## src/sndp_pkg.sv

```systemverilog
// ----------------------------------------------------------------------------
// sndp_pkg
// shared types and constants of the softsign neuron dot product
// ----------------------------------------------------------------------------
package sndp_pkg;

    localparam int unsigned VAL_W      = 16;  // q8.8 inputs, q2.14 weights, q8.8 bias
    localparam int unsigned NUM_INPUTS = 8;   // input elements carried by one item
    localparam int unsigned CNT_W      = 4;   // present and active counts
    localparam int unsigned PROD_W     = 32;  // one lane product, q10.22
    localparam int unsigned SUM_W      = 36;  // full weighted sum plus bias, q14.22
    localparam int unsigned DIV_W      = 36;  // divider remainder and divisor
    localparam int unsigned QUO_W      = 15;  // softsign magnitude, q0.15
    localparam int unsigned BIAS_SH    = 14;  // q8.8 to q10.22 alignment
    localparam int unsigned FRAC_BITS  = 22;  // fraction bits of the sum
    localparam int unsigned CFG_IDX_W  = 8;
    localparam int unsigned CFG_DAT_W  = 64;
    localparam int unsigned GROUP_SIZE = 4;   // weights packed in one group register

    localparam logic [DIV_W-1:0] ONE_Q22      = DIV_W'(1) << FRAC_BITS;
    localparam logic [CNT_W-1:0] ACTIVE_RESET = CNT_W'(8);

    // configuration register map
    typedef enum logic [CFG_IDX_W-1:0] {
        REG_WEIGHTS_LOW  = 8'd0,
        REG_WEIGHTS_HIGH = 8'd1,
        REG_BIAS         = 8'd2,
        REG_ACTIVE_COUNT = 8'd3
    } t_reg_idx;

    // control carried alongside each transaction through the pipeline
    typedef struct packed {
        logic vld;
        logic neg;
        logic too_few;
    } t_tag;

    // one divider stage worth of state
    typedef struct packed {
        t_tag             tag;
        logic [DIV_W-1:0] rem;
        logic [DIV_W-1:0] dvs;
        logic [QUO_W-1:0] quo;
    } t_div_bus;

endpackage

```

## src/sndp_lane.sv

```systemverilog
// ----------------------------------------------------------------------------
// sndp_lane
// one multiply lane: input element times weight, zero when the lane is unused
// ----------------------------------------------------------------------------
module sndp_lane (
    input  logic                                  i_clk,
    input  logic                                  i_en,
    input  logic                                  i_use,
    input  logic signed [sndp_pkg::VAL_W-1:0]     i_x,
    input  logic signed [sndp_pkg::VAL_W-1:0]     i_w,
    output logic signed [sndp_pkg::PROD_W-1:0]    o_prod
);

    logic signed [sndp_pkg::PROD_W-1:0] r_prod;
    logic signed [sndp_pkg::PROD_W-1:0] n_prod;

    always_comb begin
        if (i_use) begin
            n_prod = sndp_pkg::PROD_W'(i_x) * sndp_pkg::PROD_W'(i_w);
        end else begin
            n_prod = '0;
        end
    end

    always_ff @(posedge i_clk) begin
        if (i_en) begin
            r_prod <= n_prod;
        end
    end

    assign o_prod = r_prod;

endmodule

```

## config.mk

```make
export PLATFORM = sky130hd
export DESIGN_NAME = sndp_lane
export DESIGN_NICKNAME = d
export VERILOG_FILES = /design/src/sndp_pkg.sv /design/src/sndp_lane.sv
export SDC_FILE = /design/constraint.sdc
export NUM_CORES = 1
export LEC_CHECK = 0
export BUFFER_PORTS_ARGS = -buffer_cell sky130_fd_sc_hd__buf_2
export CAP_MARGIN = 25
export CORE_UTILIZATION = 58
export DETAILED_ROUTE_END_ITERATION = 6
export MAX_ROUTING_LAYER = met4
export PLACE_DENSITY = 0.8
export SYNTH_ARGS = -nofsm -noshare
export SYNTH_HDL_FRONTEND = slang
export SYNTH_SLANG_ARGS = --single-unit
```

## constraint.sdc

```tcl
create_clock -name i_clk -period 5.6 [get_ports i_clk]
set_input_delay 0.56 -clock i_clk [delete_from_list [all_inputs] [get_ports i_clk]]
set_output_delay 0.56 -clock i_clk [all_outputs]
set_load 0.02 [all_outputs]
```

=== After elaboration in Yosys (flattened, before gate mapping) ===
Cells that the tools add are included.

* Flip-flop bits (word level): 32
* Output and inout bits: 32
* Latch bits: 0
* Logic and storage cells: 2
* Bits in writable memories: 0
* Bits in read-only memories: 0
* Input port bits: 35
* Memories: 0

* Div/mod/pow operators: 0
* Reduce and logical (&&, ||, !) cells: 0
* Eq/ne operators: 0
* $lt $le $gt $ge: 0
* $add $sub $neg: 0
* Shift operators: 0
* Bitwise gates (word level): 0
* Mux-type cells: 0
* Multipliers: 1

{| class="wikitable"
|+ Operators by type and width
! cell !! count
|-
| $mul 16x16->32 || 1
|}

=== Logic depth before layout (Yosys ltp) ===
* Depth after elaboration: 1
* Gate-level depth with buffers: 22
* Gate-level depth less buffers: 21

=== Worst setup path after synthesis ===
Ideal clock, no wire load.

* Kind: input -> register
* From: in i_x[15] (netlist bit)
* To: reg r_prod (netlist bit o_prod[31]), data pin
* Setup time: 255 ps
* Data arrival time: 5845 ps
* Data required time: 5345 ps
* Path buffers: 1
* Setup slack: -500 ps
* Stages: 18
* Cells stage by stage: clkbuf_1 > nand2_1 > inv_1 > fa_1 > fa_1 > inv_1 > fa_1 > fa_1 > fa_1 > fa_1 > inv_1 > ha_1 > a21o_1 > a221o_1 > a21o_1 > a31oi_2 > xnor2_1 > and2_1

* Longest elaborated chain between the ends: 1

{| class="wikitable"
|+ RTL lines
! item !! line !! text
|-
| from (decl) || sndp_lane.sv:9 || <nowiki>input logic signed [sndp_pkg::VAL_W-1:0] i_x,</nowiki>
|-
| $mul 16x16->32 || sndp_lane.sv:19 || <nowiki>n_prod = sndp_pkg::PROD_W'(i_x) * sndp_pkg::PROD_W'(i_w);</nowiki>
|-
| to (signal assigned) || sndp_lane.sv:27 || <nowiki>r_prod <= n_prod;</nowiki>
|-
| to (decl) || sndp_lane.sv:14 || <nowiki>logic signed [sndp_pkg::PROD_W-1:0] r_prod;</nowiki>
|}

Every way passes these cells.
A chain may end at the register's enable or synchronous reset.

=== Worst setup path in the final report ===
* From: in i_w[14] (netlist bit)
* To: reg r_prod (netlist bit o_prod[31]), data pin

* Longest elaborated chain between the ends: 1

{| class="wikitable"
|+ RTL lines
! item !! line !! text
|-
| from (decl) || sndp_lane.sv:10 || <nowiki>input logic signed [sndp_pkg::VAL_W-1:0] i_w,</nowiki>
|-
| $mul 16x16->32 || sndp_lane.sv:19 ||
|}

Every way passes these cells.

==> impl_metrics.env <==
export IMPL_status="finished, violations left"
export IMPL_failed_checks="negative setup slack"
export IMPL_endpoint_kind="register"
export IMPL_crit_type="in2reg"
export IMPL_final_area_sq_mm=0.0135
export IMPL_dieArea_sq_mm=0.0194
export IMPL_synth_seq_cells=32
export IMPL_yosysTopAreaCellShare_pct=47.9
export IMPL_rsz0062_at_grt="true"
export IMPL_area_delta_synth_final_pct=23.0
export IMPL_holdPathEnd="o_prod[0]$_SDFFCE_PN0P_"
export IMPL_fmaxAchievable_mhz=177
export IMPL_start_util_pct=60.2
export IMPL_gp_congestion=0.936
export IMPL_n_antenna_cell=0
export IMPL_grt_pass1_vias=9732
export IMPL_coreArea_sq_mm=0.0182
export IMPL_htree_num_levels=2
export IMPL_grt_first_pass_wirelength_mm=45.0
export IMPL_path_max_fanout=9
export IMPL_tightest_slew_ns=0.680
export IMPL_grt_total_usage_pct=30.5
export IMPL_dp_final_hpwl_mm=21.9
export IMPL_clkSlewWorstSetupHoldPaths_ns=0.05
export IMPL_port_buffer_count=66
export IMPL_ant_nets=0
export IMPL_grt_max_degree=37
export IMPL_synth_edf_count=32
export IMPL_finalCriticalPeriod_ns=5.64
export IMPL_setup_ws_ns=-0.0351
export IMPL_finalHoldViolations=0
export IMPL_die_w_microns=139
export IMPL_largest_reg_flops=32
export IMPL_post_route_drc_count=0
export IMPL_cts_made_buffers=5
export IMPL_cts_buffer_depth=2
export IMPL_yosysUniqueCellTypes=48
export IMPL_maxCapViolations=0
export IMPL_fp_dieH_microns=139
export IMPL_wl_per_cell_microns=17.0
export IMPL_fillers=1170
export IMPL_vias=8336
export IMPL_min_path_type="in2reg"
export IMPL_postCtsHoldBufs=0
export IMPL_cts_root_buffer="clkbuf_16"
export IMPL_cp_required_ns=5.64
export IMPL_overflow=0
export IMPL_syn_area_per_cell_sq_um=9.67
export IMPL_nNetsFinal=1698
export IMPL_via_per_inst=5.38
export IMPL_cts_sinks=32
export IMPL_yosysWarningCount=0
export IMPL_first_pass_iters=5
export IMPL_rows=49
export IMPL_ys_seq_area_share_pct=8.77
export IMPL_fin_crit_sh_pct=101
export IMPL_ios=67
export IMPL_netlist_top_cells_area="fa_1 48%, inv_1 9.8%, ha_1 9.4%"
export IMPL_cp_start_kind="input pin"
export IMPL_wirelength_mm=26.3
export IMPL_syn_num_nets=1512
export IMPL_pre_cts_ws_ns=-0.513
export IMPL_placed_area_sq_mm=0.0127
export IMPL_whs_path_depth=2
export IMPL_layout_drive_gt1_share_pct=25.0
export IMPL_slew_headroom_pct=54.7
export IMPL_arrival_ns=5.67
export IMPL_synthArstFlopShare_pct=0
export IMPL_first_iter_violations=337
export IMPL_cts_tree="done"
export IMPL_post_synth_instance_area_sq_mm=0.0110
export IMPL_synthFlopType="edfxtp_1"
export IMPL_setup_viol=3
export IMPL_antenna_found_initial=0
export IMPL_synthCells=1133
export IMPL_maxSlewViolCount=0
export IMPL_hold_start="i_w[0]"
export IMPL_yosys_area_top_type="fa_1"
worst max-delay path: stages:
cell	delay, ns
buf_6	0.12
buf_4	0.14
and2_4	0.13
fa_1	0.56
fa_1	0.44
fa_2	0.60
fa_2	0.44
fa_1	0.48
inv_1	0.05
fa_1	0.51
inv_2	0.05
ha_4	0.28
a21oi_4	0.06
o21ai_4	0.19
nor2_2	0.08
o31ai_4	0.33
a21o_1	0.24
a31oi_2	0.11
xnor2_1	0.12
and2_1	0.15
placed cells by master (no fill, tap or decap), drive strengths merged, types with 4 or more instances in the layout:
master  netlist  final
a21boi        5      5
o31ai         4      4
nor2         18     18
xor2          7      7
nand2       129    129
and3          5      5
fa          262    262
nand2b       12     12
a21o         10     10
buf           1    213
and2        144    144
o21ai        14     14
a21oi        24     24
edfxtp       32     32
ha           82     82
xnor2        21     21
inv         287    287
clkbuf       34      7
or3           4      4
layer usage:
| metal | up-vias | part of all wire (%) | track usage [%] |
|---|---|---|---|
| li1 | 3709 | - | - |
| met1 | 4286 | 35 | 32.2 |
| met2 | 241 | 56 | 57.0 |
| met3 | 100 | 4.0 | 3.61 |
| met4 | 0 | 5.2 | 13.2 |
| met5 | - | 0 | - |
worst max path at each step:
stage	startpoint	endpoint	slack, ns	cells after the start
after global placement	i_w[7]	o_prod[28]$_SDFFCE_PN0P_	-0.42	19
after CTS	i_x[15]	o_prod[31]$_SDFFCE_PN0P_	-0.01	20
after global routing	i_w[1]	o_prod[25]$_SDFFCE_PN0P_	-0.19	20
after floorplan	i_w[4]	o_prod[25]$_SDFFCE_PN0P_	-0.10	21
after detailed placement	i_x[13]	o_prod[28]$_SDFFCE_PN0P_	-0.51	20
final	i_w[14]	o_prod[31]$_SDFFCE_PN0P_	-0.04	20
synthesized netlist by cell type, drive strengths merged (10+ instances only):
master  instances
edfxtp         32
inv           287
clkbuf         34
fa            262
nand2b         12
nand2         129
a21o           10
o21ai          14
ha             82
nor2           18
xnor2          21
a21oi          24
and2          144
final cells by class:
class                           count  area, sq um  share of cell area (%)
Inverter                          287         1080                    8.01
Multi-Input combinational cell    779         9260                    68.7
Clock buffer                        6          129                   0.957
Tap cell                          229          287                    2.13
Sequential cell                    32          961                    7.13
Clock inverter                      2         35.0                   0.260
Timing Repair Buffer              214         1730                    12.8
metrics by stage:
step | hold slack, ns | setup TNS, ns | util [%] | instances
2_1_floorplan | 0.672 | -0.350 | - | 1133
3_3_place_gp | 1.00 | -4.63 | 69.9 | 1531
3_5_place_dp | 1.00 | -5.80 | 69.9 | 1531
4_1_cts | 0.835 | -0.0144 | 72.5 | 1541
5_1_grt | 0.859 | -1.40 | 74.0 | 1549
6_report | 0.849 | -0.0527 | 74.0 | 1549
cell families (layout without fill, tap and decap cells):
logic type	Yosys count	in the layout	synth area share (%)
XOR/XNOR	28	28	2.24
flip-flops	32	32	8.77
AO/OA/AOI/OAI	78	78	5.00
AND/OR/NAND/NOR	326	326	15.4
multiplexers	3	3	0.274
buffers and inverters	322	509	11.0
adder cells (fa/ha/maj)	344	344	57.2
what timing repair did:
action,in CTS,in global routing
setup endpoints to repair,12,15
gates resized for setup,97,49
pin swaps,39,42
setup buffers,3,7
cloned,0,1
Power is not shown: default switching activity piles up to over one toggle a cycle in this logic, so the estimate is an artifact.
