`src/sndp_pkg.sv`:
```
// ----------------------------------------------------------------------------
// sndp_pkg
// shared types and constants of the softsign neuron dot product
// ----------------------------------------------------------------------------
package sndp_pkg;

    localparam int unsigned VAL_W      = 16;  // q8.8 inputs, q2.14 weights, q8.8 bias
    localparam int unsigned NUM_INPUTS = 8;   // input elements carried by one item
    localparam int unsigned CNT_W      = 4;   // present and active counts
    localparam int unsigned PROD_W     = 32;  // one lane product, q10.22
    localparam int unsigned SUM_W      = 36;  // full weighted sum plus bias, q14.22
    localparam int unsigned DIV_W      = 36;  // divider remainder and divisor
    localparam int unsigned QUO_W      = 15;  // softsign magnitude, q0.15
    localparam int unsigned BIAS_SH    = 14;  // q8.8 to q10.22 alignment
    localparam int unsigned FRAC_BITS  = 22;  // fraction bits of the sum
    localparam int unsigned CFG_IDX_W  = 8;
    localparam int unsigned CFG_DAT_W  = 64;
    localparam int unsigned GROUP_SIZE = 4;   // weights packed in one group register

    localparam logic [DIV_W-1:0] ONE_Q22      = DIV_W'(1) << FRAC_BITS;
    localparam logic [CNT_W-1:0] ACTIVE_RESET = CNT_W'(8);

    // configuration register map
    typedef enum logic [CFG_IDX_W-1:0] {
        REG_WEIGHTS_LOW  = 8'd0,
        REG_WEIGHTS_HIGH = 8'd1,
        REG_BIAS         = 8'd2,
        REG_ACTIVE_COUNT = 8'd3
    } t_reg_idx;

    // control carried alongside each transaction through the pipeline
    typedef struct packed {
        logic vld;
        logic neg;
        logic too_few;
    } t_tag;

    // one divider stage worth of state
    typedef struct packed {
        t_tag             tag;
        logic [DIV_W-1:0] rem;
        logic [DIV_W-1:0] dvs;
        logic [QUO_W-1:0] quo;
    } t_div_bus;

endpackage

```
`src/sndp_merge.sv`:
```
// ----------------------------------------------------------------------------
// sndp_merge
// merges lane products: pair sums, total plus bias, then magnitude and divisor
// ----------------------------------------------------------------------------
module sndp_merge #(
    parameter int unsigned NUM_WEIGHTS = 8
) (
    input  logic                                  i_clk,
    input  logic                                  i_rst_n,
    input  logic                                  i_en,
    input  sndp_pkg::t_tag                        i_tag,
    input  logic signed [sndp_pkg::PROD_W-1:0]    i_prod [NUM_WEIGHTS],
    input  logic signed [sndp_pkg::VAL_W-1:0]     i_bias,
    output sndp_pkg::t_div_bus                    o_div
);

    localparam int unsigned NPAIR = (NUM_WEIGHTS + 1) / 2;

    logic signed [sndp_pkg::SUM_W-1:0] r_part [NPAIR];
    logic signed [sndp_pkg::SUM_W-1:0] n_part [NPAIR];
    sndp_pkg::t_tag                    r_tag_part;
    logic signed [sndp_pkg::SUM_W-1:0] r_sum;
    logic signed [sndp_pkg::SUM_W-1:0] n_sum;
    sndp_pkg::t_tag                    r_tag_sum;
    sndp_pkg::t_div_bus                r_div;
    sndp_pkg::t_div_bus                n_div;
    logic        [sndp_pkg::DIV_W-1:0] w_mag;

    // first level: neighbouring lanes added in pairs
    for (genvar j = 0; j < NPAIR; j++) begin : g_pair
        if (2 * j + 1 < NUM_WEIGHTS) begin : g_two
            assign n_part[j] = sndp_pkg::SUM_W'(i_prod[2*j])
                             + sndp_pkg::SUM_W'(i_prod[2*j+1]);
        end else begin : g_one
            assign n_part[j] = sndp_pkg::SUM_W'(i_prod[2*j]);
        end
    end

    // second level: pair sums plus the aligned bias
    always_comb begin
        n_sum = sndp_pkg::SUM_W'(i_bias) <<< sndp_pkg::BIAS_SH;
        for (int k = 0; k < NPAIR; k++) begin
            n_sum = n_sum + r_part[k];
        end
    end

    // third level: sign, magnitude and divisor one plus magnitude
    always_comb begin
        n_div         = '0;
        n_div.tag     = r_tag_sum;
        n_div.tag.neg = r_sum[sndp_pkg::SUM_W-1];
        w_mag         = n_div.tag.neg ? sndp_pkg::DIV_W'(-r_sum) : sndp_pkg::DIV_W'(r_sum);
        n_div.rem     = w_mag;
        n_div.dvs     = sndp_pkg::ONE_Q22 + w_mag;
        n_div.quo     = '0;
    end

    always_ff @(posedge i_clk) begin
        if (!i_rst_n) begin
            r_tag_part.vld <= 1'b0;
            r_tag_sum.vld  <= 1'b0;
            r_div.tag.vld  <= 1'b0;
        end else if (i_en) begin
            r_tag_part <= i_tag;
            r_part     <= n_part;
            r_tag_sum  <= r_tag_part;
            r_sum      <= n_sum;
            r_div      <= n_div;
        end
    end

    assign o_div = r_div;

endmodule

```
`config.mk`:
```
export PLATFORM = sky130hd
export DESIGN_NAME = sndp_merge
export DESIGN_NICKNAME = d
export VERILOG_FILES = /design/src/sndp_pkg.sv /design/src/sndp_merge.sv
export SDC_FILE = /design/constraint.sdc
export NUM_CORES = 1
export LEC_CHECK = 0
export BUFFER_PORTS_ARGS = -buffer_cell sky130_fd_sc_hd__buf_2
export CAP_MARGIN = 30
export CORE_MARGIN = 10
export CORE_UTILIZATION = 45
export CTS_CLUSTER_DIAMETER = 120
export DETAILED_ROUTE_END_ITERATION = 10
export PLACE_DENSITY = 0.67
export RECOVER_POWER = 25
export SETUP_SLACK_MARGIN = 0.1
export SLEW_MARGIN = 20
export SYNTH_ARGS = -nofsm -noshare
export SYNTH_HDL_FRONTEND = slang
export SYNTH_SLANG_ARGS = --single-unit
export TNS_END_PERCENT = 1
```
`constraint.sdc`:
```
create_clock -name i_clk -period 12.9 [get_ports i_clk]
set_input_delay 1.935 -clock i_clk [delete_from_list [all_inputs] [get_ports i_clk]]
set_output_delay 1.935 -clock i_clk [all_outputs]
set_load 0.005 [all_outputs]
```
Word level (Yosys, flattened, before mapping)
Index checks and enable logic that the tools add are counted.
{"block": "word_totals", "elab_cells": 26, "ff_bits": 259, "input_bits": 278}
{"block": "op_classes", "n_mux": 1, "reduce_logical": 1, "addsub": 10}
{"operator": "$add A32 B32 Y33", "count": 4}
{"operator": "$add A36 B36 Y36", "count": 3}
{"operator": "$add A23 B36 Y36 const A", "count": 1}
{"operator": "$add A30 B36 Y36", "count": 1}
{"operator": "$mux W36", "count": 1}
{"operator": "$neg A36 Y36", "count": 1}
{"operator": "$reduce_and A2 Y1", "count": 1}

Depth between registers and ports, before layout
{"block": "logic_depth", "depth_word": 4, "mapped_depth": 17}

Least setup slack after synthesis
No wires, ideal clock.
{"block": "synth_timing", "path_type": "in2reg", "startpoint": "input port i_en", "endpoint": "register r_tag_sum (netlist bit n_div[87]) (enable)", "slack_ps": 5328, "path_stages": 1, "n_path_buf": 0, "arrival_time_ps": 6963, "required_ps": 12291, "cell_sequence": "and2_1"}
{"block": "synth_between", "elab_chain_cells": 1}
{"element": "start: declaration", "line": "sndp_merge.sv:10", "text": "input logic i_en,"}
{"element": "$reduce_and A2 Y1 (no source line)"}
{"element": "end signal: assignment", "line": "sndp_merge.sv:66", "text": "r_tag_sum <= r_tag_part;"}
{"element": "end: declaration", "line": "sndp_merge.sv:24", "text": "sndp_pkg::t_tag r_tag_sum;"}
No other way between the ends.
A chain may end at the register's enable or synchronous reset.

Final worst setup path
{"block": "layout_timing", "startpoint": "input port i_en", "endpoint": "register r_part[1] (netlist bit) (enable)"}
{"block": "layout_between", "elab_chain_cells": 1}
{"element": "$reduce_and A2 Y1 (no source line)"}
{"element": "end signal: assignment", "line": "sndp_merge.sv:65", "text": "r_part <= n_part;"}
{"element": "end: declaration", "line": "sndp_merge.sv:19", "text": "logic signed [sndp_pkg::SUM_W-1:0] r_part [NPAIR];"}
No other way between the ends.

==> impl_metrics.ini <==
[clock_network]
cts-resized-gates = 0
clock-sinks = 225
cts.repair_timing.setup_buffer_count = 0
maximum_buffer_depth_of_the_clock_tree = 3
cts_buffers = 26
cts_htree_levels = 1
cts_tree = yes
worst_skew_pair.late_latency_ns = 0.55
clkSlewWorstSetupHoldPaths_ns = 0.06
cts-root-buf = sky130_fd_sc_hd__clkbuf_16
count_of_hold_buffers_inserted_by_post_cts_repair = 0

[synthesis]
synth_warnings = 0
synth_common_cells = sky130_fd_sc_hd__inv_1, sky130_fd_sc_hd__edfxtp_1, sky130_fd_sc_hd__ha_1
post_synth_edffs = 222
synth_cell_type_count = 73
yosys_register_bits = 225
ys_async_sr_fraction_pct = 0
ys_seq_area_share_pct = 36.0
synthesis.area_mm2 = 0.0187
synth_flop_cell = sky130_fd_sc_hd__edfxtp_1
ys_top_cells_by_area = sky130_fd_sc_hd__edfxtp_1, sky130_fd_sc_hd__ha_1, sky130_fd_sc_hd__fa_1, sky130_fd_sc_hd__xnor2_1, sky130_fd_sc_hd__inv_1
synth_top_area_share_pct = 35.7
syn_inst = 1844
synth_area_leader_cell = sky130_fd_sc_hd__edfxtp_1
post_synth.cell_area_avg_um2 = 10.1
synth_most_common_cell = sky130_fd_sc_hd__inv_1

[worst_setup_path]
setup.reg_to_reg.worst_slack_ns = 7.95
crit_arrival_ns = 6.35
path_class = primary input to flop
timing.critical_path.to_type = flop
required_ns = 13.06
critPathLaunchType = primary input
worstPathMaxFanout = 64

[timing]
setup_viol = 0
holdWs_ns = 0.421
max_freq_ghz = 0.162
fin_worst_skew_ns = 0.0219
setup-tns-final_ns = 0
timing_max_transition_violations_final = 52
layout_worst_path_cycle_share_pct = 48.0
setup_repair_after_global_routing_missed_its_margin = false
setup_ws_ns = 6.71
slew_headroom_pct = -115
layout_min_cycle_time_ns = 6.19
timing_hold_violations_final = 0
tightestPinTransition_ns = 3.22

[global_routing]
grtUsageTotal_pct = 18.6
grt_pass1_wl_um = 76300
pin_count_of_the_biggest_net_entering_global_routing = 65
vias_in_the_first_global_route = 14680
antenna_found_initial = 2
grt-ovfl-total = 0

[die]
die_height_um = 224
io-pin-count = 368
effective_utilization_at_floorplan_pct = 45.6
floorplan.core_area_mm2 = 0.0409
die_w_um = 224
die-area_mm2 = 0.0501
number_of_core_rows = 74

[placement]
buffer_ports.inserted = 351
place_congestion = 0.939
dpl_worst_slack_ns = 6.58
dpl.cell_count = 2693
hpwlAfterDp_um = 41000

[drt]
postRouteWirelength_um = 48400
antenna_violating_nets_post_route = 0
vias_per_cell = 5.16
first_pass_iters = 5
remaining_drc_errors = 0
drt_first_iter_violations = 845
vias = 14156
route.detailed.wl_per_inst_um = 17.7

[power_and_ir_drop]
total_power_consumption_w = 0.00402
power.leakage_nw = 10.2
power_per_cell_area_mw_per_mm2 = 186
worst_ir_drop_vdd_uv = 123

[final_layout]
post_route_cells_drive_above_1_share_pct = 17.3
nNetsFinal = 2737
final-instance-count-excl-fill = 2743
syn2layout_area_growth_pct = 15.9

[outcome]
violated_checks = max-capacitance violations, max-slew violations
status = complete, but fails checks

[min_path]
timing.hold.worst.class = flop to flop

[flow_run]
max_cap_violations = 1
metal layers:
metal | part of all wire [%] | track usage, % | wire length [um] | up-vias
li1 | - | - | - | 7074
met1 | 45 | 23.9 | 21500 | 6588
met2 | 47 | 31.3 | 22700 | 406
met3 | 5.5 | 2.89 | 2680 | 88
met4 | 3.1 | 6.63 | 1490 | 0
met5 | 0 | 0 | 0 | -
path summary, 6_finish.rpt:
check	start	end	cells past startpoint
worst max-delay path	i_en	r_part[1]$_DFFE_PP_	4
worst min-delay path	n_div[87]$_DFFE_PP_	o_div[87]$_DFFE_PP_	0
worst max register to register	r_part[3]$_DFFE_PP_	r_sum[35]$_DFFE_PP_	15
worst min register to register	n_div[87]$_DFFE_PP_	o_div[87]$_DFFE_PP_	0
registers in the layout, summed over array words and instances, names as in the netlist:
register,flops
r_sum,36
r_tag_part,2
n_div,2
r_part,132
o_div,53
metrics by stage:
stage / area (um^2) / utilization, %
5_1_grt: 21600 / 52.9
4_1_cts: 21700 / 53.0
3_5_place_dp: 20900 / 51.0
2_1_floorplan: 18700 / -
3_3_place_gp: 20900 / 51.0
6_report: 21600 / 52.9
worst max-delay path: stages:
cell                       delay [ns]
sky130_fd_sc_hd__clkbuf_1        0.19
sky130_fd_sc_hd__and2_0          2.35
sky130_fd_sc_hd__buf_4           0.96
sky130_fd_sc_hd__buf_4           0.76
power by group:
part	leakage, nW	internal (W)	switching [W]
Combinational	7.66	0.000899	0.00117
Sequential	2.11	0.00112	0.0000969
Clock	0.398	0.000439	0.000292
cell families (layout without fill, tap and decap cells):
family	Yosys count	in the layout	synth area share, %
buffers and inverters	363	714	8.04
and+or+nand+nor	346	346	9.49
DFF	225	225	36.0
xor gates and xnor gates	184	184	8.67
other	1	17	0.0201
muxes	4	4	0.214
AOI/OAI and AO/OA	452	452	15.8
adders and majority gates	269	269	21.7
layout make-up:
| type | instances | area [um^2] |
|---|---|---|
| fill | 3826 | 19300 |
| sequential | 225 | 6730 |
| tap | 532 | 666 |
| clock inverter | 15 | 148 |
| timing repair buffer | 356 | 1760 |
| inverter | 311 | 1170 |
| multi-input combinational | 1270 | 10500 |
| antenna | 2 | 5.00 |
| clock buffer | 32 | 694 |
placed cells by master, fill, tap and decap left out, drive strengths merged, types with 12 or more instances in the layout:
master and n:
o31ai 15, buf 333, edfxtp 222, o21a 23, a21oi 126, nand2b 21, clkbuf 55, xor2 48
a21o 91, nand4 12, o21ai 80, o21bai 15, fa 92, ha 177, nor2b 21, a31oi 18
conb 15, nand2 80, inv 311, and3 25, nor2 89, nor3 21, xnor2 136, nand3 29
(Power assumes the default switching activity.)
