## config.mk

```make
export PLATFORM = sky130hd
export DESIGN_NAME = sndp_div_stage
export DESIGN_NICKNAME = d
export VERILOG_FILES = /design/src/sndp_pkg.sv /design/src/sndp_div_stage.sv
export SDC_FILE = /design/constraint.sdc
export NUM_CORES = 1
export LEC_CHECK = 0
export BUFFER_PORTS_ARGS = -buffer_cell sky130_fd_sc_hd__buf_2
export CORE_MARGIN = 1.5
export CORE_UTILIZATION = 51
export CTS_CLUSTER_DIAMETER = 120
export DETAILED_ROUTE_END_ITERATION = 16
export GPL_TIMING_DRIVEN = 0
export PLACE_DENSITY = 0.92
export SLEW_MARGIN = 25
export SYNTH_ARGS = -nofsm -noshare
export SYNTH_HDL_FRONTEND = slang
export SYNTH_SLANG_ARGS = --single-unit
```

## constraint.sdc

```tcl
create_clock -name i_clk -period 3.6 [get_ports i_clk]
set_input_delay 0.54 -clock i_clk [delete_from_list [all_inputs] [get_ports i_clk]]
set_output_delay 0.54 -clock i_clk [all_outputs]
set_load 0.02 [all_outputs]
```

## src/sndp_pkg.sv

```systemverilog
// ----------------------------------------------------------------------------
// sndp_pkg
// shared types and constants of the softsign neuron dot product
// ----------------------------------------------------------------------------
package sndp_pkg;

    localparam int unsigned VAL_W      = 16;  // q8.8 inputs, q2.14 weights, q8.8 bias
    localparam int unsigned NUM_INPUTS = 8;   // input elements carried by one item
    localparam int unsigned CNT_W      = 4;   // present and active counts
    localparam int unsigned PROD_W     = 32;  // one lane product, q10.22
    localparam int unsigned SUM_W      = 36;  // full weighted sum plus bias, q14.22
    localparam int unsigned DIV_W      = 36;  // divider remainder and divisor
    localparam int unsigned QUO_W      = 15;  // softsign magnitude, q0.15
    localparam int unsigned BIAS_SH    = 14;  // q8.8 to q10.22 alignment
    localparam int unsigned FRAC_BITS  = 22;  // fraction bits of the sum
    localparam int unsigned CFG_IDX_W  = 8;
    localparam int unsigned CFG_DAT_W  = 64;
    localparam int unsigned GROUP_SIZE = 4;   // weights packed in one group register

    localparam logic [DIV_W-1:0] ONE_Q22      = DIV_W'(1) << FRAC_BITS;
    localparam logic [CNT_W-1:0] ACTIVE_RESET = CNT_W'(8);

    // configuration register map
    typedef enum logic [CFG_IDX_W-1:0] {
        REG_WEIGHTS_LOW  = 8'd0,
        REG_WEIGHTS_HIGH = 8'd1,
        REG_BIAS         = 8'd2,
        REG_ACTIVE_COUNT = 8'd3
    } t_reg_idx;

    // control carried alongside each transaction through the pipeline
    typedef struct packed {
        logic vld;
        logic neg;
        logic too_few;
    } t_tag;

    // one divider stage worth of state
    typedef struct packed {
        t_tag             tag;
        logic [DIV_W-1:0] rem;
        logic [DIV_W-1:0] dvs;
        logic [QUO_W-1:0] quo;
    } t_div_bus;

endpackage

```

## src/sndp_div_stage.sv

```systemverilog
// ----------------------------------------------------------------------------
// sndp_div_stage
// one restoring division step: doubles the remainder, yields one quotient bit
// ----------------------------------------------------------------------------
module sndp_div_stage (
    input  logic                   i_clk,
    input  logic                   i_rst_n,
    input  logic                   i_en,
    input  sndp_pkg::t_div_bus     i_div,
    output sndp_pkg::t_div_bus     o_div
);

    sndp_pkg::t_div_bus              r_div;
    sndp_pkg::t_div_bus              n_div;
    logic [sndp_pkg::DIV_W:0]        w_dbl;
    logic [sndp_pkg::DIV_W:0]        w_diff;
    logic                            w_bit;

    // remainder stays below the divisor, so the doubled value fits one extra bit
    always_comb begin
        w_dbl  = {i_div.rem, 1'b0};
        w_diff = w_dbl - {1'b0, i_div.dvs};
        w_bit  = !w_diff[sndp_pkg::DIV_W];
        n_div      = i_div;
        n_div.rem  = w_bit ? w_diff[sndp_pkg::DIV_W-1:0] : w_dbl[sndp_pkg::DIV_W-1:0];
        n_div.quo  = {i_div.quo[sndp_pkg::QUO_W-2:0], w_bit};
    end

    always_ff @(posedge i_clk) begin
        if (!i_rst_n) begin
            r_div.tag.vld <= 1'b0;
        end else if (i_en) begin
            r_div <= n_div;
        end
    end

    assign o_div = r_div;

endmodule

```

After elaboration in Yosys (flattened, before gate mapping). Cells that the tools add are included. Widths: inputs -> output; s select.

Add/sub/neg operators: 1. Muxes and demuxes: 1. Reductions and logical operators: 2.

Operator list (count): $sub 37x36->37 (1); $mux 36 (1); $reduce_and 2->1 (1); $logic_not 1->1 (1).

Register bits: 90. Input bits: 93. Word-level logic and storage cells: 11.

Longest topological paths before layout. Gate-level depths: netlist of run 1.

Word-level depth: 2. Mapped depth: 14.

Least setup slack after synthesis of run 1. Ideal clock, no wire load.

Path type: in2reg. Start point: input port i_div[15] in the netlist's numbering. End point: register r_div (netlist bit o_div[76]), data pin. Arrival time: 2.848 ns. Required time: 3.340 ns. Path slack: 0.491 ns. Cell stages on the path: 11. Path buffers: 1. Cells stage by stage: inv_1 > fa_1 > a21o_1 > a221oi_4 > o21ai_2 > nor4b_4 > o31a_1 > nor3_4 > inv_2 > buf_6 > mux2_4.

RTL lines: start: declaration (line sndp_div_stage.sv:9) `input sndp_pkg::t_div_bus i_div,`; end signal: assignment (line sndp_div_stage.sv:33) `r_div <= n_div;`; end: declaration (line sndp_div_stage.sv:13) `sndp_pkg::t_div_bus r_div;`.

==> results by group, run 1 <==
Power
  – P_int: 0.00184 W
  – Comb pwr share: 30.8%
  – Switch share: 33.5%
  – Net Switching: 0.000930 W
  – Maximum vdd drop: 0.000218 V
  – Clock network power share: 22.6%
  – Lkg Pwr: 2.95 nW
  – PwrDens: 418 mW/mm^2
  – Flop pwr share: 46.6%

Logic synthesis
  – Largest cells by area after synthesis: edfxtp_1, ha_1, a21oi_1, inv_1, nor2_1
  – Warnings from Yosys: 0
  – Area leader, netlist: edfxtp_1
  – Ys async rst share: 0%
  – Mapped Area: 0.00536 mm^2
  – Ys flop type: edfxtp_1
  – Distinct cells, synth: 56
  – Post-synth EDFFs: 89
  – Sequential fraction of the synthesis area: 50.3%
  – Cells after synthesis: 512
  – Mean Syn Cell Area: 10.5 um^2
  – Synth top area share: 49.9%
  – Mapped Nets: 641
  – #FFs+latches synth: 90

STA
  – RSZ-0062 raised after global routing: false
  – Setup TNS: 0 ns
  – Post-layout minimum cycle time: 3.44 ns
  – Transition time of the tightest slew-check pin: 0.667 ns
  – Final Setup Violations: 0
  – Hold_ws: 0.346 ns
  – Slew Limit Headroom: 55.2%
  – Hold Violations, Final: 0
  – Crit share post-route: 95.6%
  – Worst setup margin: 0.157 ns
  – Slew Limit Fails: 0
  – Final setup skew: 0 ns
  – Fmax achieved: 290 MHz

Routing
  – DRC Markers: 0
  – Vias: 4599
  – Initial DRC count: 196
  – Routed wire per std cell: 16.2 um
  – Antenna Violating Nets Remaining: 0
  – Drt total wl: 13700 um
  – Via density: 5.44
  – DRT Pass-1 Iters: 5

Final layout
  – Area growth, synth to finish: 23.7%
  – Final Instance Count excl. Fillers: 846
  – Final instance area: 0.00663 mm^2
  – NumNets Final: 834
  – Commonest non-fill, non-tap cell in the layout: buf_2
  – Highest-count cells in the layout ignoring fill and taps: buf_2, edfxtp_1, a21oi_1, inv_1, nor2_1
  – Largest register FFs: 90
  – Share of layout cells above drive strength 1: 31.1%
  – Ant diodes: 0

Worst setup path
  – Critical path arrival: 3.50 ns
  – CP Max Fanout: 10
  – CP endpoint kind: flop
  – Worst setup path category: in2reg
  – CP startpoint kind: input port
  – Worst Path Required: 3.66 ns

GRT
  – Initial antenna violation count: 0
  – Largest net degree at the start of global routing: 49
  – GRT Total Usage: 24.4%
  – Total gr overflow: 0
  – Vias in the first global route: 4466
  – First-pass GRT wire length: 21200 um

CTS
  – H-tree depth: 3
  – Clock buffer count from CTS: 9
  – Clock sink count: 90
  – CTS Hold Buffers Added: 0
  – CTS tree: done
  – Post-CTS setup buffer count: 0
  – Resized Gates After CTS: 0
  – Root Driver: clkbuf_8
  – Worst-path clk slew: 0.09 ns
  – Longest Clk Path Bufs: 2
  – Clock Latency Late Sink: 0.36 ns

Die
  – Full die area: 0.0111 mm^2
  – Num rows: 37
  – I/O pin cnt: 183
  – Initial cell density of the core: 52.1%
  – Die extent in x: 105 um
  – Core area: 0.0103 mm^2
  – DIE HEIGHT: 105 um

Run
  – Max Cap Viol: 0

Placed design
  – Global placement routability congestion: 0.921
  – Placement Cell Area: 0.00646 mm^2
  – Placed Cells: 830
  – Post-place setup slack: -0.200 ns
  – HPWL Detailed: 10700 um
  – Port buffer count: 181

Run status
  – Outcome: completed

Hold path
  – Worst Hold Class: in2reg
==> power groups by stage <==
stage,combinational (W),sequential [W],clock [W]
finish,0.000854,0.00129,0.000627
global route,0.000933,0.00130,0.000680
CTS,0.000850,0.00129,0.000636
detailed placement,0.000845,0.00132,0
global placement,0.000824,0.00132,0
floorplan,0.000456,0.00144,0
==> worst max-delay path, stage by stage <==
cell and delay, ns:
buf_2 0.11, inv_1 0.07, fa_1 0.46, a21o_1 0.24
a221oi_4 0.34, o21ai_2 0.13, nor4b_4 0.16, o31a_1 0.32
nor3_4 0.37, clkbuf_1 0.48, o21ai_0 0.29
==> layer usage <==
layer  wire (um)  track usage [%]
met2        6590             41.8
met4         220             6.76
met5           0                0
met1        6130             31.9
met3         768             4.33
==> metrics by stage <==
step | utilization, % | power [W]
floorplan | - | 0.00189
global placement | 62.6 | 0.00214
detailed placement | 62.8 | 0.00216
CTS | 64.5 | 0.00278
global route | 64.5 | 0.00291
finish | 64.5 | 0.00277
==> final cells by class <==
| type | instances | area [um^2] |
|---|---|---|
| Clock buffer | 10 | 128 |
| Buffer | 18 | 105 |
| Clock inverter | 6 | 41.3 |
| Fill cell | 875 | 3650 |
| Sequential cell | 90 | 2690 |
| Inverter | 52 | 195 |
| Multi-Input combinational cell | 352 | 2370 |
| Timing Repair Buffer | 182 | 926 |
| Tap cell | 136 | 170 |
==> cells by family after synthesis <==
logic type / count (synthesis) / synth area share, %
flip-flops: 90 / 50.3
XOR/XNOR: 30 / 4.90
multiplexers: 4 / 0.864
AND/OR/NAND/NOR: 131 / 11.8
adder cells (fa/ha/maj): 36 / 8.55
AO/OA/AOI/OAI: 151 / 18.0
buffers and inverters: 70 / 5.60
==> final timing paths <==
| check | startpoint | endpoint | slack (ns) | cells past startpoint |
|---|---|---|---|---|
| max reg2reg | o_div[89]$_SDFFE_PN0P_ | o_div[89]$_SDFFE_PN0P_ | 2.98 | 2 |
| min reg2reg | o_div[89]$_SDFFE_PN0P_ | o_div[89]$_SDFFE_PN0P_ | 0.55 | 2 |
| min | i_div[7] | o_div[8]$_DFFE_PP_ | 0.35 | 1 |
| max | i_div[15] | o_div[79]$_DFFE_PP_ | 0.16 | 11 |
==> synthesized netlist by cell type, types with 2 or more instances <==
| cell type | count |
|---|---|
| nor4_1 | 2 |
| buf_2 | 5 |
| or3_1 | 2 |
| inv_1 | 51 |
| a21o_1 | 10 |
| nor2_1 | 42 |
| a21oi_1 | 60 |
| nand2b_1 | 7 |
| and2_1 | 3 |
| a311oi_1 | 2 |
| nor3b_1 | 3 |
| nand2_1 | 38 |
| xnor2_1 | 16 |
| o31a_1 | 3 |
| a211oi_1 | 5 |
| nor3_1 | 8 |
| edfxtp_1 | 89 |
| nand3_1 | 8 |
| clkbuf_1 | 8 |
| nor2b_1 | 2 |
| o21bai_1 | 5 |
| ha_1 | 35 |
| mux2i_1 | 2 |
| nand4_1 | 6 |
| a31o_2 | 3 |
| o2111ai_1 | 3 |
| o21ai_0 | 26 |
| a41oi_1 | 2 |
| o31ai_1 | 7 |
| o211ai_1 | 5 |
| buf_6 | 4 |
| a21boi_0 | 2 |
| a31oi_1 | 5 |
| o21a_1 | 4 |
| and3_1 | 5 |
| xor2_1 | 14 |
No activity file was read; power rests on OpenSTA's default activity.
==> inputs of run 2 (changes only) <==
--- a/config.mk
+++ b/config.mk
@@ -9,9 +9,12 @@
 export CORE_MARGIN = 1.5
 export CORE_UTILIZATION = 51
 export CTS_CLUSTER_DIAMETER = 120
+export CTS_CLUSTER_SIZE = 12
 export DETAILED_ROUTE_END_ITERATION = 16
 export GPL_TIMING_DRIVEN = 0
+export HOLD_SLACK_MARGIN = 0.03
 export PLACE_DENSITY = 0.92
+export SETUP_SLACK_MARGIN = 0.2
 export SLEW_MARGIN = 25
 export SYNTH_ARGS = -nofsm -noshare
 export SYNTH_HDL_FRONTEND = slang
==> run 2 against run 1 <==
Net effect:
- flip-flop and latch count stayed put
- fmax is 7.5% higher
- clock power hardly changed
- critical endpoint is now o_div[62]$_DFFE_PP_
- highest routed layer unchanged
==> results by group, run 2 (synthesis results as in run 1) <==
STA
  – Hold Violations, Final: 0
  – Setup TNS: 0 ns
  – Crit share post-route: 89.0%
  – Post-layout minimum cycle time: 3.20 ns
  – RSZ-0062 raised after global routing: false
  – Final setup skew: 0 ns
  – Transition time of the tightest slew-check pin: 0.661 ns
  – Fmax achieved: 312 MHz
  – Slew Limit Fails: 0
  – Final Setup Violations: 0
  – Slew Limit Headroom: 55.6%

Routing
  – DRC Markers: 0
  – Routed wire per std cell: 16.2 um
  – DRT Pass-1 Iters: 5
  – Drt total wl: 13700 um
  – Via density: 5.44
  – Vias: 4605
  – Antenna Violating Nets Remaining: 0
  – Initial DRC count: 196

Worst setup path
  – Worst Path Required: 3.72 ns
  – Reg2Reg Depth: 2
  – Worst setup path category: in2reg
  – Critical path arrival: 3.33 ns
  – CP startpoint kind: input port
  – CP endpoint kind: flop
  – CP Max Fanout: 10

GRT
  – Largest net degree at the start of global routing: 49
  – Total gr overflow: 0
  – Initial antenna violation count: 0
  – First-pass GRT wire length: 21200 um
  – Vias in the first global route: 4466
  – GRT Total Usage: 24.4%

Die
  – Num rows: 37
  – Full die area: 0.0111 mm^2
  – Core area: 0.0103 mm^2
  – Initial cell density of the core: 52.1%
  – DIE HEIGHT: 105 um
  – I/O pin cnt: 183
  – Die extent in x: 105 um

Final layout
  – NumNets Final: 834
  – Commonest non-fill, non-tap cell in the layout: buf_2
  – Highest-count cells in the layout ignoring fill and taps: buf_2, edfxtp_1, a21oi_1, inv_1, nor2_1
  – Final instance area: 0.00663 mm^2
  – Share of layout cells above drive strength 1: 31.3%
  – Ant diodes: 0
  – Area growth, synth to finish: 23.7%
  – Largest register FFs: 90
  – Post-Route Utilization: 64.5%

CTS
  – Clock sink count: 90
  – Root Driver: clkbuf_8
  – Longest Clk Path Bufs: 2
  – CTS Hold Buffers Added: 0
  – CTS tree: done
  – Clock buffer count from CTS: 9
  – H-tree depth: 3
  – Worst-path clk slew: 0.10 ns
  – Clock Latency Late Sink: 0.36 ns

Power
  – Lkg Pwr: 2.96 nW
  – Maximum vdd drop: 0.000218 V
  – PwrDens: 418 mW/mm^2

Placed design
  – Global placement routability congestion: 0.921
  – Port buffer count: 181
  – HPWL Detailed: 10700 um
  – Placement Cell Area: 0.00646 mm^2

Hold path
  – Hold Path Stages: 1
  – Worst Hold Class: in2reg

Run status
  – Outcome: completed

Run
  – Max Cap Viol: 0
## run 2: power by group
part	internal (W)	switching [W]
sequential	0.00127	0.0000209
combinational	0.000319	0.000535
clock	0.000254	0.000374
## run 2: final cells by class
type,instances,area [um^2]
Clock inverter,6,41.3
Multi-Input combinational cell,352,2370
Sequential cell,90,2690
Buffer,18,106
Inverter,52,195
Clock buffer,10,128
Tap cell,136,170
Timing Repair Buffer,182,926
Fill cell,877,3650
## run 2: layer usage
layer / wire length, um / vias up / part of all wire (%) / global-route usage [%]
met5: 0 / - / 0 / 0
met2: 6580 / 187 / 48 / 41.8
met3: 828 / 17 / 6.1 / 4.33
li1: - / 2260 / - / -
met1: 6070 / 2141 / 44 / 31.9
met4: 197 / 0 / 1.4 / 6.76
## run 2: per-stage QoR
| step | hold WS, ns | setup WS, ns | instances | total power, W |
|---|---|---|---|---|
| 6_report | 0.345 | 0.398 | 846 | 0.00277 |
| 5_1_grt | 0.323 | 0.205 | 846 | 0.00291 |
| 4_1_cts | 0.338 | 0.386 | 846 | 0.00278 |
| 3_5_place_dp | 0.549 | -0.200 | 830 | 0.00216 |
| 3_3_place_gp | 0.494 | -0.163 | 829 | 0.00214 |
| 2_1_floorplan | 0.589 | 0.491 | 512 | 0.00189 |
## run 2: worst max-delay path: stages
cell	delay, ns
buf_2	0.11
inv_1	0.07
fa_1	0.46
a21o_1	0.24
a221oi_4	0.33
o21ai_2	0.13
nor4b_4	0.16
o31a_1	0.32
nor3_4	0.37
inv_2	0.07
clkbuf_1	0.28
nor2_1	0.18
a21oi_1	0.06
## run 2: worst paths after layout
check | start | to | slack, ns
min | i_div[7] | o_div[8]$_DFFE_PP_ | 0.35
min reg2reg | o_div[89]$_SDFFE_PN0P_ | o_div[89]$_SDFFE_PN0P_ | 0.55
max reg2reg | o_div[89]$_SDFFE_PN0P_ | o_div[89]$_SDFFE_PN0P_ | 2.98
max | i_div[15] | o_div[62]$_DFFE_PP_ | 0.40
## run 2: timing repair
action                     in CTS  in global routing
gates resized for setup         1                  0
setup buffers                   0                  0
setup endpoints to repair       1                  0
==> inputs of run 3 (changes only) <==
==> constraint.sdc (replaced) <==
create_clock -name i_clk -period 3.6 [get_ports i_clk]
set_input_delay 0.18 -clock i_clk [delete_from_list [all_inputs] [get_ports i_clk]]
set_output_delay 0.18 -clock i_clk [all_outputs]
set_load 0.02 [all_outputs]
==> run 3 against run 2 <==
Net effect:
- core utilization grew 5.1 points
- critical path type unchanged
- register-to-register slack is essentially flat
- final cell count grew 6.3%
- combinational power grew 6.1%
- first-iteration DRC count grew 19%
- largest power group unchanged
- die area is the same
- highest routed layer unchanged
- cell area grew 8.0%
- wire length grew 7.3%
- power grew 1.8%
- critical path depth grew 1
- critical endpoint is now o_div[68]$_DFFE_PP_
- clock power is essentially flat
==> results by group, run 3 (synthesis results as in run 1) <==
Run status
  – Outcome: completed

STA
  – Crit share post-route: 87.8%
  – Hold Violations, Final: 0
  – Transition time of the tightest slew-check pin: 0.586 ns
  – Fmax achieved: 316 MHz
  – Setup TNS: 0 ns
  – Final setup skew: 0 ns
  – Post-layout minimum cycle time: 3.16 ns
  – Final Setup Violations: 0
  – Slew Limit Fails: 0
  – RSZ-0062 raised after global routing: false
  – Slew Limit Headroom: 61.0%

Routing
  – DRC Markers: 0
  – DRT Pass-1 Iters: 4
  – Drt total wl: 14700 um
  – Routed wire per std cell: 16.3 um
  – Vias: 4810
  – Initial DRC count: 234
  – Via density: 5.35
  – Antenna Violating Nets Remaining: 0

Worst setup path
  – Worst Path Required: 3.72 ns
  – Slowest CP cell: dlygate4sd3_1
  – R2r setup slk: 2.98 ns
  – Setup crit start: i_div[18]
  – CP endpoint kind: flop
  – Critical path's largest stage delay: 0.53 ns
  – RR Endpoint: o_div[89]$_SDFFE_PN0P_
  – Cell Chain, Critical Path: dlygate4sd3_1, buf_2, inv_1, ha_1, and3_1, a221oi_4, o21ai_2, nor4b_4, o31a_1, nor3_4, inv_2, buf_1, nor2_1, a21oi_1
  – CP startpoint kind: input port
  – Reg2Reg Depth: 2
  – CP Max Fanout: 10
  – Worst setup path category: in2reg
  – R2R Path Start: o_div[89]$_SDFFE_PN0P_
  – Critical path arrival: 3.28 ns

Final layout
  – Highest-count cells in the layout ignoring fill and taps: buf_2, edfxtp_1, a21oi_1, dlygate4sd3_1, inv_1
  – Largest register FFs: 90
  – Share of layout cells above drive strength 1: 29.3%
  – Commonest non-fill, non-tap cell in the layout: buf_2
  – Area growth, synth to finish: 33.5%
  – NumNets Final: 886
  – Final Instance Count excl. Fillers: 899

Die
  – Num rows: 37
  – DIE HEIGHT: 105 um
  – Full die area: 0.0111 mm^2
  – Die extent in x: 105 um
  – Core area: 0.0103 mm^2
  – I/O pin cnt: 183
  – Initial cell density of the core: 52.1%

Power
  – PwrDens: 395 mW/mm^2
  – Maximum vdd drop: 0.000215 V
  – Lkg Pwr: 3.17 nW

GRT
  – Total gr overflow: 0
  – Vias in the first global route: 4808
  – Largest net degree at the start of global routing: 49
  – First-pass GRT wire length: 22800 um
  – GRT Total Usage: 26.3%
  – Initial antenna violation count: 1

CTS
  – H-tree depth: 3
  – Clock buffer count from CTS: 9
  – Clock Latency Late Sink: 0.36 ns
  – Clock sink count: 90
  – Root Driver: clkbuf_8
  – Longest Clk Path Bufs: 2
  – Worst-path clk slew: 0.09 ns
  – CTS tree: done

Run
  – Max Cap Viol: 0

Placed design
  – HPWL Detailed: 10700 um
  – Placed Cells: 830
  – Port buffer count: 181
  – Global placement routability congestion: 0.921

Hold path
  – Min-Delay Startpoint: i_rst_n
  – Min-Delay Endpoint: o_div[89]$_SDFFE_PN0P_
  – Hold Path Stages: 2
  – Worst Hold Class: in2reg
## run 3: worst max path at each step
stage                                endpoint  slack (ns)  depth (start not counted)
after floorplan           o_div[76]$_DFFE_PP_        0.85                         11
after global placement    o_div[38]$_DFFE_PP_        0.20                          2
after detailed placement  o_div[79]$_DFFE_PP_        0.16                         11
after CTS                 o_div[79]$_DFFE_PP_        0.21                         12
after global routing      o_div[68]$_DFFE_PP_        0.22                         14
final                     o_div[68]$_DFFE_PP_        0.44                         14
## run 3: worst max-delay path, delay by kind of cell
kind | cells | cell delay, ns
compound gates | 4 | 0.80
fa+ha+maj | 1 | 0.35
buf+inv | 5 | 1.06
simple gates | 4 | 0.87
## run 3: timing repair
item | 4_1_cts | 5_1_grt
endpoints found under the hold margin | 50 | 2
endpoints found under the setup margin | 0 | 12
hold buffers | 50 | 2
gates resized for setup | 0 | 4
setup buffers | 0 | 0
## run 3: power by group
group / switching (W) / internal (W)
clock network: 0.000372 / 0.000254
logic: 0.000548 / 0.000356
registers: 0.0000226 / 0.00127
total: 0.000943 / 0.00188
## run 3: through the flow
| step | util, % | hold WS, ns | instance area (um^2) | power [W] | worst slack, ns |
|---|---|---|---|---|---|
| 2_1_floorplan | - | 0.279 | 5360 | 0.00189 | 0.851 |
| 3_3_place_gp | 62.6 | 0.357 | 6430 | 0.00214 | 0.197 |
| 3_5_place_dp | 62.8 | 0.358 | 6460 | 0.00216 | 0.160 |
| 4_1_cts | 69.3 | 0.0307 | 7130 | 0.00282 | 0.211 |
| 5_1_grt | 69.6 | 0.0755 | 7150 | 0.00296 | 0.222 |
| 6_report | 69.6 | 0.0696 | 7150 | 0.00282 | 0.440 |
## run 3: per-layer routing
layer | GRT usage (%) | routed length [um] | part of all wire [%] | up-vias
met5 | 0 | 0 | 0 | -
met4 | 8.40 | 248 | 1.7 | 0
met3 | 5.38 | 908 | 6.2 | 24
met2 | 46.4 | 7320 | 50 | 178
met1 | 32.2 | 6200 | 42 | 2250
li1 | - | - | - | 2358
## run 3: layout make-up
class | count | area [um^2]
plain buffers | 18 | 106
inverters | 52 | 195
fillers | 812 | 3120
diodes | 1 | 2.50
repair buffers | 234 | 1450
multi-input cells | 352 | 2370
clock inverters | 6 | 41.3
flip-flops and latches | 90 | 2690
well taps | 136 | 170
clock buffers | 10 | 128
